### src/mqtt_inbound_frame_parser_core_defines.svh
// Assertion helpers shared by the parser modules.
// Both expect signals named clk and rst in the module that uses them.
`ifndef MQTT_INBOUND_FRAME_PARSER_CORE_DEFINES_SVH
`define MQTT_INBOUND_FRAME_PARSER_CORE_DEFINES_SVH

// Same-cycle implication.
`define MQTTP_ASSERT_IMP(label, ante, cons, msg) \
  label: assert property (@(posedge clk) disable iff (rst) (ante) |-> (cons)) \
    else $error(msg);

// Next-cycle implication.
`define MQTTP_ASSERT_NXT(label, ante, cons, msg) \
  label: assert property (@(posedge clk) disable iff (rst) (ante) |=> (cons)) \
    else $error(msg);

`endif

### src/mqttp_pkg.sv
package mqttp_pkg;

  localparam int QueueDepth = 2;
  localparam int LenBytesMax = 4;
  localparam logic [3:0] PubTypeNibble = 4'h3;

  typedef enum logic [3:0] {
    PH_FIRST,
    PH_ACK,
    PH_LEN,
    PH_TLEN_HI,
    PH_TLEN_LO,
    PH_TOPIC,
    PH_PAYLOAD,
    PH_DONE,
    PH_SKIP
  } phase_t;

  typedef enum logic [1:0] {
    CMD_CONNACK,
    CMD_SUBACK,
    CMD_UNSUBACK,
    CMD_PUBLISH
  } command_t;

  typedef enum logic [1:0] {
    BK_NONE,
    BK_TOPIC,
    BK_PAYLOAD
  } byte_kind_t;

  typedef enum logic [2:0] {
    ST_OK,
    ST_TRUNC,
    ST_HEADER,
    ST_LENGTH,
    ST_QOS,
    ST_OVERLONG
  } status_t;

  // Which capture fields a result carries; the rest go out as zero.
  typedef enum logic [1:0] {
    FS_NONE,
    FS_ACK,
    FS_PUB
  } field_sel_t;

  typedef struct packed {
    logic [7:0]  out_byte;
    byte_kind_t  byte_kind;
    logic        frame_end;
    status_t     status;
    field_sel_t  sel;
    logic [7:0]  return_code;
    logic [15:0] packet_id;
    logic [27:0] body_length;
    logic [15:0] topic_length;
  } entry_t;

  typedef struct packed {
    logic full;
    logic empty;
  } q_status_t;

  function automatic logic [7:0] ack_header(command_t k);
    unique case (k)
      CMD_CONNACK:  return 8'h20;
      CMD_SUBACK:   return 8'h90;
      CMD_UNSUBACK: return 8'hB0;
      default:      return 8'h00;
    endcase
  endfunction

  function automatic logic [7:0] ack_length(command_t k);
    unique case (k)
      CMD_CONNACK:  return 8'h02;
      CMD_SUBACK:   return 8'h03;
      CMD_UNSUBACK: return 8'h02;
      default:      return 8'h00;
    endcase
  endfunction

  function automatic logic [2:0] ack_size(command_t k);
    unique case (k)
      CMD_CONNACK:  return 3'd4;
      CMD_SUBACK:   return 3'd5;
      CMD_UNSUBACK: return 3'd4;
      default:      return 3'd0;
    endcase
  endfunction

endpackage

### src/mqttp_ifs.sv
interface mqttp_in_if;
  logic       valid;
  logic       ready;
  logic [7:0] data_byte;
  logic       last_byte;
  logic [1:0] command;

  modport source (output valid, output data_byte, output last_byte, output command,
                  input ready);
  modport sink (input valid, input data_byte, input last_byte, input command,
                output ready);
endinterface

interface mqttp_out_if;
  logic        valid;
  logic        ready;
  logic [7:0]  out_byte;
  logic [1:0]  byte_kind;
  logic        frame_end;
  logic [2:0]  status;
  logic [7:0]  return_code;
  logic [15:0] packet_id;
  logic [27:0] body_length;
  logic [15:0] topic_length;

  modport source (output valid, output out_byte, output byte_kind, output frame_end,
                  output status, output return_code, output packet_id,
                  output body_length, output topic_length, input ready);
  modport sink (input valid, input out_byte, input byte_kind, input frame_end,
                input status, input return_code, input packet_id,
                input body_length, input topic_length, output ready);
endinterface

### src/mqttp_front.sv
module mqttp_front (
  input  logic                 clk,
  input  logic                 rst,
  mqttp_in_if.sink             frame_bytes,
  input  mqttp_pkg::q_status_t q_stat,
  output logic                 push,
  output mqttp_pkg::entry_t    entry
);
  import mqttp_pkg::*;

  phase_t      phase, phase_next;
  logic [2:0]  byte_pos, byte_pos_next;
  command_t    kind_held, kind_held_next;
  logic [27:0] len_acc, len_acc_next;
  logic [2:0]  len_cnt, len_cnt_next;
  logic [27:0] body_left, body_left_next;
  logic [15:0] topic_left, topic_left_next;
  logic [15:0] topic_len, topic_len_next;
  status_t     err, err_next;
  logic [7:0]  rc, rc_next;
  logic [15:0] pid, pid_next;

  logic        take;
  logic        last;
  logic        clear;
  logic [7:0]  b;
  command_t    cmd;
  logic [27:0] acc_sum;
  logic [27:0] body_dec;
  logic [15:0] tlen_full;
  logic        len_short;
  logic        topic_long;
  status_t     status;
  byte_kind_t  kind_out;

  function automatic status_t first_err(status_t cur, status_t code);
    return (cur == ST_OK) ? code : cur;
  endfunction

  assign b     = frame_bytes.data_byte;
  assign last  = frame_bytes.last_byte;
  assign cmd   = command_t'(frame_bytes.command);
  assign frame_bytes.ready = !q_stat.full;
  assign take  = frame_bytes.valid && frame_bytes.ready;
  assign clear = rst || (take && last);

  // Length groups are disjoint, so the add is an OR at the group's place.
  always_comb begin
    unique case (len_cnt[1:0])
      2'd0:    acc_sum = len_acc | {21'd0, b[6:0]};
      2'd1:    acc_sum = len_acc | {14'd0, b[6:0], 7'd0};
      2'd2:    acc_sum = len_acc | {7'd0, b[6:0], 14'd0};
      default: acc_sum = len_acc | {b[6:0], 21'd0};
    endcase
  end

  assign body_dec   = body_left - 28'd1;
  assign tlen_full  = {topic_len[15:8], b};
  assign len_short  = acc_sum < 28'd2;
  assign topic_long = {12'd0, tlen_full} > body_dec;

  // Next state
  always_comb begin
    phase_next = phase;
    unique case (phase)
      PH_FIRST: begin
        if (cmd == CMD_PUBLISH) begin
          if (b[7:4] != PubTypeNibble || b[2:1] != 2'b00) phase_next = PH_SKIP;
          else phase_next = PH_LEN;
        end else begin
          phase_next = PH_ACK;
        end
      end
      PH_LEN: begin
        if (b[7]) begin
          if (len_cnt == 3'(LenBytesMax - 1)) phase_next = PH_SKIP;
        end else if (len_short) begin
          phase_next = PH_SKIP;
        end else begin
          phase_next = PH_TLEN_HI;
        end
      end
      PH_TLEN_HI: phase_next = PH_TLEN_LO;
      PH_TLEN_LO: begin
        if (topic_long) phase_next = PH_SKIP;
        else if (tlen_full != 16'd0) phase_next = PH_TOPIC;
        else if (body_dec != 28'd0) phase_next = PH_PAYLOAD;
        else phase_next = PH_DONE;
      end
      PH_TOPIC: begin
        if (topic_left == 16'd1) phase_next = (body_dec != 28'd0) ? PH_PAYLOAD : PH_DONE;
      end
      PH_PAYLOAD: begin
        if (body_left == 28'd1) phase_next = PH_DONE;
      end
      default: phase_next = phase;
    endcase
  end

  // Datapath and result
  always_comb begin
    byte_pos_next   = byte_pos;
    kind_held_next  = kind_held;
    len_acc_next    = len_acc;
    len_cnt_next    = len_cnt;
    body_left_next  = body_left;
    topic_left_next = topic_left;
    topic_len_next  = topic_len;
    err_next        = err;
    rc_next         = rc;
    pid_next        = pid;
    kind_out        = BK_NONE;
    unique case (phase)
      PH_FIRST: begin
        kind_held_next = cmd;
        byte_pos_next  = 3'd1;
        if (cmd == CMD_PUBLISH) begin
          if (b[7:4] != PubTypeNibble) err_next = ST_HEADER;
          else if (b[2:1] != 2'b00) err_next = ST_QOS;
        end else if (b != ack_header(cmd)) begin
          err_next = ST_HEADER;
        end
      end
      PH_ACK: begin
        unique case (byte_pos)
          3'd1: if (b != ack_length(kind_held)) err_next = first_err(err, ST_LENGTH);
          3'd2: if (kind_held != CMD_CONNACK) pid_next = {b, 8'h00};
          3'd3: begin
            if (kind_held == CMD_CONNACK) rc_next = b;
            else pid_next = {pid[15:8], b};
          end
          3'd4: if (kind_held == CMD_SUBACK) rc_next = b;
          default: ;
        endcase
        if (byte_pos != 3'd7) byte_pos_next = byte_pos + 3'd1;
      end
      PH_LEN: begin
        len_acc_next = acc_sum;
        if (b[7]) begin
          len_cnt_next = len_cnt + 3'd1;
          if (len_cnt == 3'(LenBytesMax - 1)) err_next = first_err(err, ST_OVERLONG);
        end else begin
          body_left_next = acc_sum;
          if (len_short) err_next = first_err(err, ST_TRUNC);
        end
      end
      PH_TLEN_HI: begin
        topic_len_next = {b, 8'h00};
        body_left_next = body_dec;
      end
      PH_TLEN_LO: begin
        topic_len_next = tlen_full;
        body_left_next = body_dec;
        if (topic_long) err_next = first_err(err, ST_TRUNC);
        else topic_left_next = tlen_full;
      end
      PH_TOPIC: begin
        kind_out        = BK_TOPIC;
        topic_left_next = topic_left - 16'd1;
        body_left_next  = body_dec;
      end
      PH_PAYLOAD: begin
        kind_out       = BK_PAYLOAD;
        body_left_next = body_dec;
      end
      default: ;
    endcase
  end

  // Final status, from where the byte leaves the parse
  always_comb begin
    priority if (phase_next == PH_ACK) begin
      status = (byte_pos_next < ack_size(kind_held_next)) ? ST_TRUNC : err_next;
    end else if (phase_next == PH_SKIP) begin
      status = err_next;
    end else if (phase_next == PH_DONE) begin
      status = ST_OK;
    end else begin
      status = ST_TRUNC;
    end
  end

  always_comb begin
    entry.out_byte     = (kind_out != BK_NONE) ? b : 8'h00;
    entry.byte_kind    = kind_out;
    entry.frame_end    = last;
    entry.status       = last ? status : ST_OK;
    if (!last) entry.sel = FS_PUB;
    else if (status != ST_OK) entry.sel = FS_NONE;
    else if (phase_next == PH_ACK) entry.sel = FS_ACK;
    else entry.sel = FS_PUB;
    entry.return_code  = rc_next;
    entry.packet_id    = pid_next;
    entry.body_length  = len_acc_next;
    entry.topic_length = topic_len_next;
  end

  assign push = take && (last || kind_out != BK_NONE);

  always_ff @(posedge clk) begin
    if (clear) begin
      phase      <= PH_FIRST;
      byte_pos   <= 3'd0;
      kind_held  <= CMD_CONNACK;
      len_acc    <= 28'd0;
      len_cnt    <= 3'd0;
      body_left  <= 28'd0;
      topic_left <= 16'd0;
      topic_len  <= 16'd0;
      err        <= ST_OK;
      rc         <= 8'd0;
      pid        <= 16'd0;
    end else if (take) begin
      phase      <= phase_next;
      byte_pos   <= byte_pos_next;
      kind_held  <= kind_held_next;
      len_acc    <= len_acc_next;
      len_cnt    <= len_cnt_next;
      body_left  <= body_left_next;
      topic_left <= topic_left_next;
      topic_len  <= topic_len_next;
      err        <= err_next;
      rc         <= rc_next;
      pid        <= pid_next;
    end
  end

endmodule

### src/mqttp_fifo.sv
`include "mqtt_inbound_frame_parser_core_defines.svh"

module mqttp_fifo #(
  parameter int DEPTH = mqttp_pkg::QueueDepth
) (
  input  logic                  clk,
  input  logic                  rst,
  input  logic                  push,
  input  mqttp_pkg::entry_t     wr_entry,
  input  logic                  pop,
  output mqttp_pkg::entry_t     head,
  output mqttp_pkg::q_status_t  q_stat
);
  import mqttp_pkg::*;

  localparam int PTR_W = (DEPTH > 1) ? $clog2(DEPTH) : 1;
  localparam int CNT_W = $clog2(DEPTH + 1);

  entry_t             slots [DEPTH];
  logic [PTR_W-1:0]   wr_ptr, rd_ptr;
  logic [CNT_W-1:0]   count, count_next;

  function automatic logic [PTR_W-1:0] bump(logic [PTR_W-1:0] p);
    return (p == PTR_W'(DEPTH - 1)) ? '0 : p + 1'b1;
  endfunction

  always_comb begin
    unique case ({push, pop})
      2'b10:   count_next = count + 1'b1;
      2'b01:   count_next = count - 1'b1;
      default: count_next = count;
    endcase
  end

  assign q_stat.full  = (count == CNT_W'(DEPTH));
  assign q_stat.empty = (count == '0);
  assign head         = slots[rd_ptr];

  always_ff @(posedge clk) begin
    if (rst) begin
      wr_ptr <= '0;
      rd_ptr <= '0;
      count  <= '0;
    end else begin
      if (push) wr_ptr <= bump(wr_ptr);
      if (pop) rd_ptr <= bump(rd_ptr);
      count <= count_next;
    end
  end

  always_ff @(posedge clk) begin
    if (push) slots[wr_ptr] <= wr_entry;
  end

  `MQTTP_ASSERT_IMP(a_cnt_bound, 1'b1, count <= CNT_W'(DEPTH), "queue count past depth")
  `MQTTP_ASSERT_IMP(a_no_underrun, pop, !q_stat.empty, "pop from empty queue")
  `MQTTP_ASSERT_IMP(a_no_overrun, push && !pop, !q_stat.full, "push into full queue")

endmodule

### src/mqttp_back.sv
`include "mqtt_inbound_frame_parser_core_defines.svh"

module mqttp_back (
  input  logic                 clk,
  input  logic                 rst,
  input  mqttp_pkg::q_status_t q_stat,
  input  mqttp_pkg::entry_t    head,
  output logic                 pop,
  mqttp_out_if.source          results
);
  import mqttp_pkg::*;

  logic   out_valid;
  entry_t out_reg;
  entry_t fmt;

  assign pop = !q_stat.empty && (!out_valid || results.ready);

  // Fields outside the result's class go out as zero.
  always_comb begin
    fmt = head;
    unique case (head.sel)
      FS_ACK: begin
        fmt.body_length  = 28'd0;
        fmt.topic_length = 16'd0;
      end
      FS_PUB: begin
        fmt.return_code = 8'd0;
        fmt.packet_id   = 16'd0;
      end
      default: begin
        fmt.return_code  = 8'd0;
        fmt.packet_id    = 16'd0;
        fmt.body_length  = 28'd0;
        fmt.topic_length = 16'd0;
      end
    endcase
  end

  always_ff @(posedge clk) begin
    if (rst) begin
      out_valid <= 1'b0;
    end else if (pop) begin
      out_valid <= 1'b1;
    end else if (results.ready) begin
      out_valid <= 1'b0;
    end
  end

  always_ff @(posedge clk) begin
    if (pop) out_reg <= fmt;
  end

  assign results.valid        = out_valid;
  assign results.out_byte     = out_reg.out_byte;
  assign results.byte_kind    = out_reg.byte_kind;
  assign results.frame_end    = out_reg.frame_end;
  assign results.status       = out_reg.status;
  assign results.return_code  = out_reg.return_code;
  assign results.packet_id    = out_reg.packet_id;
  assign results.body_length  = out_reg.body_length;
  assign results.topic_length = out_reg.topic_length;

  `MQTTP_ASSERT_IMP(a_status_on_end, out_valid && !out_reg.frame_end, out_reg.status == ST_OK, "status on a mid-frame transfer")
  `MQTTP_ASSERT_IMP(a_err_fields_zero, out_valid && out_reg.status != ST_OK, out_reg.return_code == 8'd0 && out_reg.packet_id == 16'd0 && out_reg.body_length == 28'd0 && out_reg.topic_length == 16'd0, "capture fields on an error transfer")

endmodule

### src/mqtt_inbound_frame_parser_core.sv
// Channel      | Dir | Payload
// frame_bytes  | in  | data_byte, last_byte, command (read on first byte)
// results      | out | out_byte, byte_kind, frame_end, status, return_code,
//              |     | packet_id, body_length, topic_length
//
// One byte per cycle unless the queue is full; the front parser steps once per byte.
// A result is written to a queue slot at its byte's transfer and moves to the
// output register once it heads the queue and that register is empty or being taken.
// Reset clears the parse state, the queue pointers and the output valid.
// frame_bytes.ready falls while the queue is full, for every byte, including those
// that give no result; with results.ready held high the queue never fills.
module mqtt_inbound_frame_parser_core #(
  parameter int QUEUE_DEPTH = mqttp_pkg::QueueDepth
) (
  input logic         clk,
  input logic         rst,
  mqttp_in_if.sink    frame_bytes,
  mqttp_out_if.source results
);
  import mqttp_pkg::*;

  q_status_t q_stat;
  entry_t    wr_entry;
  entry_t    head;
  logic      push;
  logic      pop;

  mqttp_front u_front (
    .clk         (clk),
    .rst         (rst),
    .frame_bytes (frame_bytes),
    .q_stat      (q_stat),
    .push        (push),
    .entry       (wr_entry)
  );

  mqttp_fifo #(
    .DEPTH (QUEUE_DEPTH)
  ) u_fifo (
    .clk      (clk),
    .rst      (rst),
    .push     (push),
    .wr_entry (wr_entry),
    .pop      (pop),
    .head     (head),
    .q_stat   (q_stat)
  );

  mqttp_back u_back (
    .clk     (clk),
    .rst     (rst),
    .q_stat  (q_stat),
    .head    (head),
    .pop     (pop),
    .results (results)
  );

endmodule

### src/flat_wrapper.sv
// flat-port wrapper written by rule: the top's interface ports become plain ports
module mqtt_inbound_frame_parser_core_flat import mqttp_pkg::*;
#(
  parameter int QUEUE_DEPTH = mqttp_pkg::QueueDepth
)
  (clk, rst, frame_bytes_valid, frame_bytes_data_byte, frame_bytes_last_byte, frame_bytes_command, frame_bytes_ready, results_valid, results_out_byte, results_byte_kind, results_frame_end, results_status, results_return_code, results_packet_id, results_body_length, results_topic_length, results_ready);
  mqttp_in_if frame_bytes_i ();
  mqttp_out_if results_i ();
  input logic clk;
  input logic rst;
  input wire logic [$bits(frame_bytes_i.valid)-1:0] frame_bytes_valid;
  input wire logic [$bits(frame_bytes_i.data_byte)-1:0] frame_bytes_data_byte;
  input wire logic [$bits(frame_bytes_i.last_byte)-1:0] frame_bytes_last_byte;
  input wire logic [$bits(frame_bytes_i.command)-1:0] frame_bytes_command;
  output wire logic [$bits(frame_bytes_i.ready)-1:0] frame_bytes_ready;
  output wire logic [$bits(results_i.valid)-1:0] results_valid;
  output wire logic [$bits(results_i.out_byte)-1:0] results_out_byte;
  output wire logic [$bits(results_i.byte_kind)-1:0] results_byte_kind;
  output wire logic [$bits(results_i.frame_end)-1:0] results_frame_end;
  output wire logic [$bits(results_i.status)-1:0] results_status;
  output wire logic [$bits(results_i.return_code)-1:0] results_return_code;
  output wire logic [$bits(results_i.packet_id)-1:0] results_packet_id;
  output wire logic [$bits(results_i.body_length)-1:0] results_body_length;
  output wire logic [$bits(results_i.topic_length)-1:0] results_topic_length;
  input wire logic [$bits(results_i.ready)-1:0] results_ready;
  assign frame_bytes_i.valid = frame_bytes_valid;
  assign frame_bytes_i.data_byte = frame_bytes_data_byte;
  assign frame_bytes_i.last_byte = frame_bytes_last_byte;
  assign frame_bytes_i.command = frame_bytes_command;
  assign frame_bytes_ready = frame_bytes_i.ready;
  assign results_valid = results_i.valid;
  assign results_out_byte = results_i.out_byte;
  assign results_byte_kind = results_i.byte_kind;
  assign results_frame_end = results_i.frame_end;
  assign results_status = results_i.status;
  assign results_return_code = results_i.return_code;
  assign results_packet_id = results_i.packet_id;
  assign results_body_length = results_i.body_length;
  assign results_topic_length = results_i.topic_length;
  assign results_i.ready = results_ready;
  mqtt_inbound_frame_parser_core #(.QUEUE_DEPTH(QUEUE_DEPTH)) u_core (.clk(clk), .rst(rst), .frame_bytes(frame_bytes_i), .results(results_i));
endmodule
### config.mk
export PLATFORM = sky130hd
export DESIGN_NAME = mqtt_inbound_frame_parser_core_flat
export DESIGN_NICKNAME = d
export VERILOG_FILES = /design/src/mqttp_pkg.sv /design/src/mqttp_ifs.sv /design/src/mqttp_front.sv /design/src/mqttp_fifo.sv /design/src/mqttp_back.sv /design/src/mqtt_inbound_frame_parser_core.sv /design/src/flat_wrapper.sv
export VERILOG_INCLUDE_DIRS = /design/src /design/src/src
export SDC_FILE = /design/constraint.sdc
export NUM_CORES = 1
export LEC_CHECK = 0
export ABC_AREA = 1
export BUFFER_PORTS_ARGS = -buffer_cell sky130_fd_sc_hd__buf_4
export CAP_MARGIN = 20
export CORE_MARGIN = 3
export CORE_UTILIZATION = 50
export CTS_CLUSTER_SIZE = 25
export DETAILED_ROUTE_END_ITERATION = 6
export HOLD_SLACK_MARGIN = 0.1
export PLACE_DENSITY = 0.64
export SETUP_SLACK_MARGIN = 0.15
export SYNTH_ARGS = -nofsm -noshare
export SYNTH_HDL_FRONTEND = slang
export SYNTH_SLANG_ARGS = --single-unit
### constraint.sdc
create_clock -name clk -period 13 [get_ports clk]
set_input_delay 2.6 -clock clk [delete_from_list [all_inputs] [get_ports clk]]
set_output_delay 2.6 -clock clk [all_outputs]
set_load 0.02 [all_outputs]
==> impl_metrics.xml <==
<?xml version="1.0" encoding="UTF-8"?>
<metrics>
  <group name="timing">
    <metric name="fin_worst_skew" unit="ps">27.3</metric>
    <metric name="final_min_period_over_clock_period" unit="">0.379</metric>
    <metric name="timing.final.hold_violations" unit="">0</metric>
    <metric name="relSlewSlack" unit="">0.269</metric>
    <metric name="finalSetupViolCount" unit="">0</metric>
    <metric name="max_freq" unit="MHz">203</metric>
    <metric name="final-max-slew-violation-count" unit="">0</metric>
    <metric name="worst-slew-pin-transition" unit="ps">1100</metric>
    <metric name="setup_tns_after_final_layout" unit="ps">0</metric>
    <metric name="period_minus_slack" unit="ps">4930</metric>
    <metric name="unrepaired_setup_endpoints_after_global_routing" unit="">false</metric>
  </group>
  <group name="critical_path">
    <metric name="setup.worst_path.start_class" unit="">input pin</metric>
    <metric name="crit_slowest_cell" unit="">sky130_fd_sc_hd__buf_4</metric>
    <metric name="path_buf_inv" unit="">4</metric>
    <metric name="setup.worst_path.end_class" unit="">register</metric>
    <metric name="cp_arrival" unit="ps">5080</metric>
    <metric name="slowest_delay" unit="ps">800</metric>
    <metric name="worst-setup-path-type" unit="">input pin to register</metric>
    <metric name="cpMostUsedCell" unit="">sky130_fd_sc_hd__buf_4</metric>
    <metric name="worstPathCellList" unit="">buf_4 &gt; nand2_4 &gt; clkinv_1 &gt; buf_4 &gt; o21ai_0 &gt; nor2_4 &gt; buf_4</metric>
    <metric name="worstPathRequired" unit="ps">13150</metric>
    <metric name="path_max_fanout" unit="">77</metric>
    <metric name="critPathTopFamily" unit="">buffers and inverters</metric>
  </group>
  <group name="synth">
    <metric name="number_of_nets_produced_by_synthesis" unit="">2033</metric>
    <metric name="synthesis.area" unit="µm²">17900</metric>
    <metric name="async_reset_ff_frac" unit="">0</metric>
    <metric name="ys.flop_type" unit="">sky130_fd_sc_hd__edfxtp_1</metric>
    <metric name="yosys_warnings" unit="">0</metric>
    <metric name="avgSynthCellArea" unit="µm²">9.00</metric>
    <metric name="yosysTopAreaCell" unit="">sky130_fd_sc_hd__edfxtp_1</metric>
    <metric name="leading_post_synthesis_cells_by_cell_area" unit="">sky130_fd_sc_hd__edfxtp_1, sky130_fd_sc_hd__dfxtp_1, sky130_fd_sc_hd__nand2_1</metric>
    <metric name="synth.ff_latch_count" unit="">383</metric>
    <metric name="synth_sequential_area_ratio" unit="">0.569</metric>
    <metric name="synth_cells" unit="">1986</metric>
    <metric name="synth_top_area_frac" unit="">0.420</metric>
    <metric name="netlist-cell-type-count" unit="">49</metric>
    <metric name="synth-edff-count" unit="">250</metric>
  </group>
  <group name="placement">
    <metric name="portBuffers" unit="">98</metric>
    <metric name="dpl.cell_count" unit="">2472</metric>
    <metric name="final_hpwl_dp" unit="mm">30.2</metric>
    <metric name="gp_routability_congestion" unit="">0.968</metric>
    <metric name="placed_area" unit="µm²">19000</metric>
  </group>
  <group name="clock_tree">
    <metric name="ctsRootBufferMaster" unit="">sky130_fd_sc_hd__clkbuf_16</metric>
    <metric name="resized_cells_post_cts" unit="">0</metric>
    <metric name="cts-htree-levels" unit="">2</metric>
    <metric name="clock_network_latency_to_the_later_pin_of_the_worst_skew_pair" unit="ps">550</metric>
    <metric name="clk_path_buf_depth" unit="">3</metric>
    <metric name="cts_hold_buffers" unit="">0</metric>
    <metric name="tritoncts" unit="">done</metric>
    <metric name="clock_sinks" unit="">383</metric>
    <metric name="post_cts.repair.setup_buffers" unit="">0</metric>
    <metric name="clk_pin_slew_worst_paths" unit="ps">60</metric>
    <metric name="numCtsBuffers" unit="">42</metric>
  </group>
  <group name="global_route">
    <metric name="grt_remaining_overflow" unit="">0</metric>
    <metric name="grt_first_pass_wirelength" unit="mm">72.9</metric>
    <metric name="grt_util_overall" unit="">0.237</metric>
    <metric name="number_of_global_route_vias_before_repair" unit="">13300</metric>
    <metric name="grt_antenna_before_repair" unit="">0</metric>
    <metric name="grt_start_max_net_pins" unit="">94</metric>
  </group>
  <group name="drt">
    <metric name="detail_route.vias_per_cell" unit="">5.52</metric>
    <metric name="drc_errors" unit="">0</metric>
    <metric name="ant_nets" unit="">0</metric>
    <metric name="count_of_tritonroute_iterations_in_the_first_routing_pass" unit="">6</metric>
    <metric name="via_count" unit="">14100</metric>
    <metric name="route.final.wire_length" unit="mm">45.4</metric>
    <metric name="wire_per_inst" unit="µm">17.8</metric>
    <metric name="initialDrtViolationCount" unit="">1383</metric>
  </group>
  <group name="die">
    <metric name="ios" unit="">99</metric>
    <metric name="die_width" unit="µm">195</metric>
    <metric name="core_ar" unit="µm²">34900</metric>
    <metric name="core.rowCount" unit="">68</metric>
    <metric name="initial_utilization" unit="">0.512</metric>
    <metric name="chipHeight" unit="µm">195</metric>
    <metric name="design.die.area" unit="µm²">38000</metric>
  </group>
  <group name="status">
    <metric name="run_status" unit="">completed</metric>
  </group>
  <group name="cells_and_area">
    <metric name="regArea" unit="µm²">10200</metric>
    <metric name="layout.cells.most_common_list" unit="">sky130_fd_sc_hd__nand2_1, sky130_fd_sc_hd__inv_1, sky130_fd_sc_hd__edfxtp_1, sky130_fd_sc_hd__o21ai_0, sky130_fd_sc_hd__a21oi_1</metric>
    <metric name="post-route-cell-area" unit="µm²">20400</metric>
    <metric name="nNetsFinal" unit="">2108</metric>
    <metric name="layout-drive-gt1-share" unit="">0.112</metric>
    <metric name="antennaDiodeCount" unit="">0</metric>
    <metric name="stdcell_count" unit="">2548</metric>
    <metric name="multi_input_area" unit="µm²">6380</metric>
    <metric name="layout-area-overhead-vs-synth" unit="%">13.9</metric>
    <metric name="n_fill_cell" unit="">3078</metric>
    <metric name="layout.cells.most_common" unit="">sky130_fd_sc_hd__nand2_1</metric>
  </group>
  <group name="power_and_ir_drop">
    <metric name="share_clk_of_total_power" unit="">0.291</metric>
    <metric name="cell_internal_pwr" unit="µW">2650</metric>
    <metric name="seq_power_share" unit="">0.409</metric>
    <metric name="power_per_cell_area" unit="nW/µm²">199</metric>
    <metric name="power.combinational.fraction" unit="">0.301</metric>
    <metric name="power.switching" unit="µW">1390</metric>
    <metric name="vdd_drop_max" unit="mV">0.120</metric>
    <metric name="p_sw_frac" unit="">0.344</metric>
    <metric name="leakagePower" unit="µW">0.00863</metric>
  </group>
  <group name="min_path">
    <metric name="min_path_type" unit="">register to register</metric>
  </group>
  <group name="job">
    <metric name="timing.max_cap.violations" unit="">0</metric>
  </group>
</metrics>
## state kept, by name (all words and copies together) (netlist names), 4 cells and up, named ones only
signal,count
u_core.u_fifo.slots,168
u_core.u_back.results.body_length,28
u_core.u_front.body_left,28
u_core.u_front.len_acc,28
u_core.u_back.results.packet_id,16
u_core.u_back.results.topic_length,16
u_core.u_front.pid,16
u_core.u_front.topic_left,16
u_core.u_front.topic_len,16
u_core.u_back.results.out_byte,8
u_core.u_back.results.return_code,8
u_core.u_front.rc,8
u_core.u_front.phase,4
## cell type report
cell class | instances | area share
clock buffer | 56 | 0.0557
clock inverter | 20 | 0.0109
inverter | 276 | 0.0509
multi-input combinational | 1245 | 0.313
sequential | 383 | 0.500
tap | 455 | 0.0280
timing repair buffer | 113 | 0.0417
## through the flow
step	total power [µW]	hold slack, ps	worst slack [ps]	utilization
3_3_place_gp	2870	426	7590	0.545
2_1_floorplan	2490	425	5610	-
4_1_cts	4070	453	8090	0.584
6_report	4040	451	8070	0.584
3_5_place_dp	2890	443	7530	0.545
5_1_grt	4270	488	7860	0.584
## cell usage after synthesis, types with 2 or more instances
master and number:
sky130_fd_sc_hd__nor2_4 9, sky130_fd_sc_hd__nand2_1 403, sky130_fd_sc_hd__nand2_2 8, sky130_fd_sc_hd__nand3_1 38
sky130_fd_sc_hd__nand3b_1 3, sky130_fd_sc_hd__buf_1 3, sky130_fd_sc_hd__dfxtp_1 133, sky130_fd_sc_hd__nand3_2 6
sky130_fd_sc_hd__ha_1 32, sky130_fd_sc_hd__a221oi_1 4, sky130_fd_sc_hd__clkbuf_1 71, sky130_fd_sc_hd__nor3_2 2
sky130_fd_sc_hd__a21oi_1 209, sky130_fd_sc_hd__nor2_8 2, sky130_fd_sc_hd__clkinv_1 6, sky130_fd_sc_hd__buf_2 7
sky130_fd_sc_hd__nor2_2 11, sky130_fd_sc_hd__o21ai_1 4, sky130_fd_sc_hd__o221ai_1 7, sky130_fd_sc_hd__o211ai_1 5
sky130_fd_sc_hd__o32ai_1 12, sky130_fd_sc_hd__xor2_1 20, sky130_fd_sc_hd__a211oi_1 16, sky130_fd_sc_hd__o21ai_0 218
sky130_fd_sc_hd__nand2_4 3, sky130_fd_sc_hd__a31oi_1 12, sky130_fd_sc_hd__nor2_1 133, sky130_fd_sc_hd__inv_1 261
sky130_fd_sc_hd__o21ai_2 4, sky130_fd_sc_hd__nor4_1 6, sky130_fd_sc_hd__o22ai_1 21, sky130_fd_sc_hd__mux2i_1 3
sky130_fd_sc_hd__or2_2 4, sky130_fd_sc_hd__nand4_1 25, sky130_fd_sc_hd__edfxtp_1 250, sky130_fd_sc_hd__nor3_1 15
sky130_fd_sc_hd__inv_2 8
## power groups by stage
stage / Sequential (µW) / Clock, µW / Combinational [µW]
after floorplan: 1810 / 0 / 685
final: 1650 / 1180 / 1220
after global placement: 1670 / 0 / 1200
after detailed placement: 1680 / 0 / 1220
after global routing: 1670 / 1240 / 1350
after CTS: 1660 / 1190 / 1220
## path summary, 6_finish.rpt
| check | depth (start not counted) | start | slack [ps] | end |
|---|---|---|---|---|
| max | 7 | frame_bytes_valid | 8070 | u_core.u_fifo.slots[0][18] |
| min | 1 | u_core.u_fifo.rd_ptr | 450 | u_core.u_fifo.rd_ptr |
| max reg2reg | 18 | u_core.u_front.phase[3] | 8990 | u_core.u_fifo.slots[0][69] |
| min reg2reg | 1 | u_core.u_fifo.rd_ptr | 450 | u_core.u_fifo.rd_ptr |
## cells by family (layout without fill, tap and decap cells)
family                   after synthesis  count (layout)  synth area share
buffers and inverters                358             465            0.0758
AO/OA/AOI/OAI                        518             518             0.157
multiplexers                           3               3           0.00168
AND/OR/NAND/NOR                      671             671             0.164
adder cells (fa/ha/maj)               32              32            0.0224
flip-flops                           383             383             0.569
XOR/XNOR                              21              21            0.0103
## metal layers
metal / vias to the layer above / track usage / part of all wire
li1: 6866 / - / -
met1: 6620 / 0.335 / 0.44
met2: 487 / 0.378 / 0.46
met3: 94 / 0.0354 / 0.064
met4: 0 / 0.0795 / 0.030
met5: - / 0 / 0
Note: power is estimated with default switching activity, not from simulation.
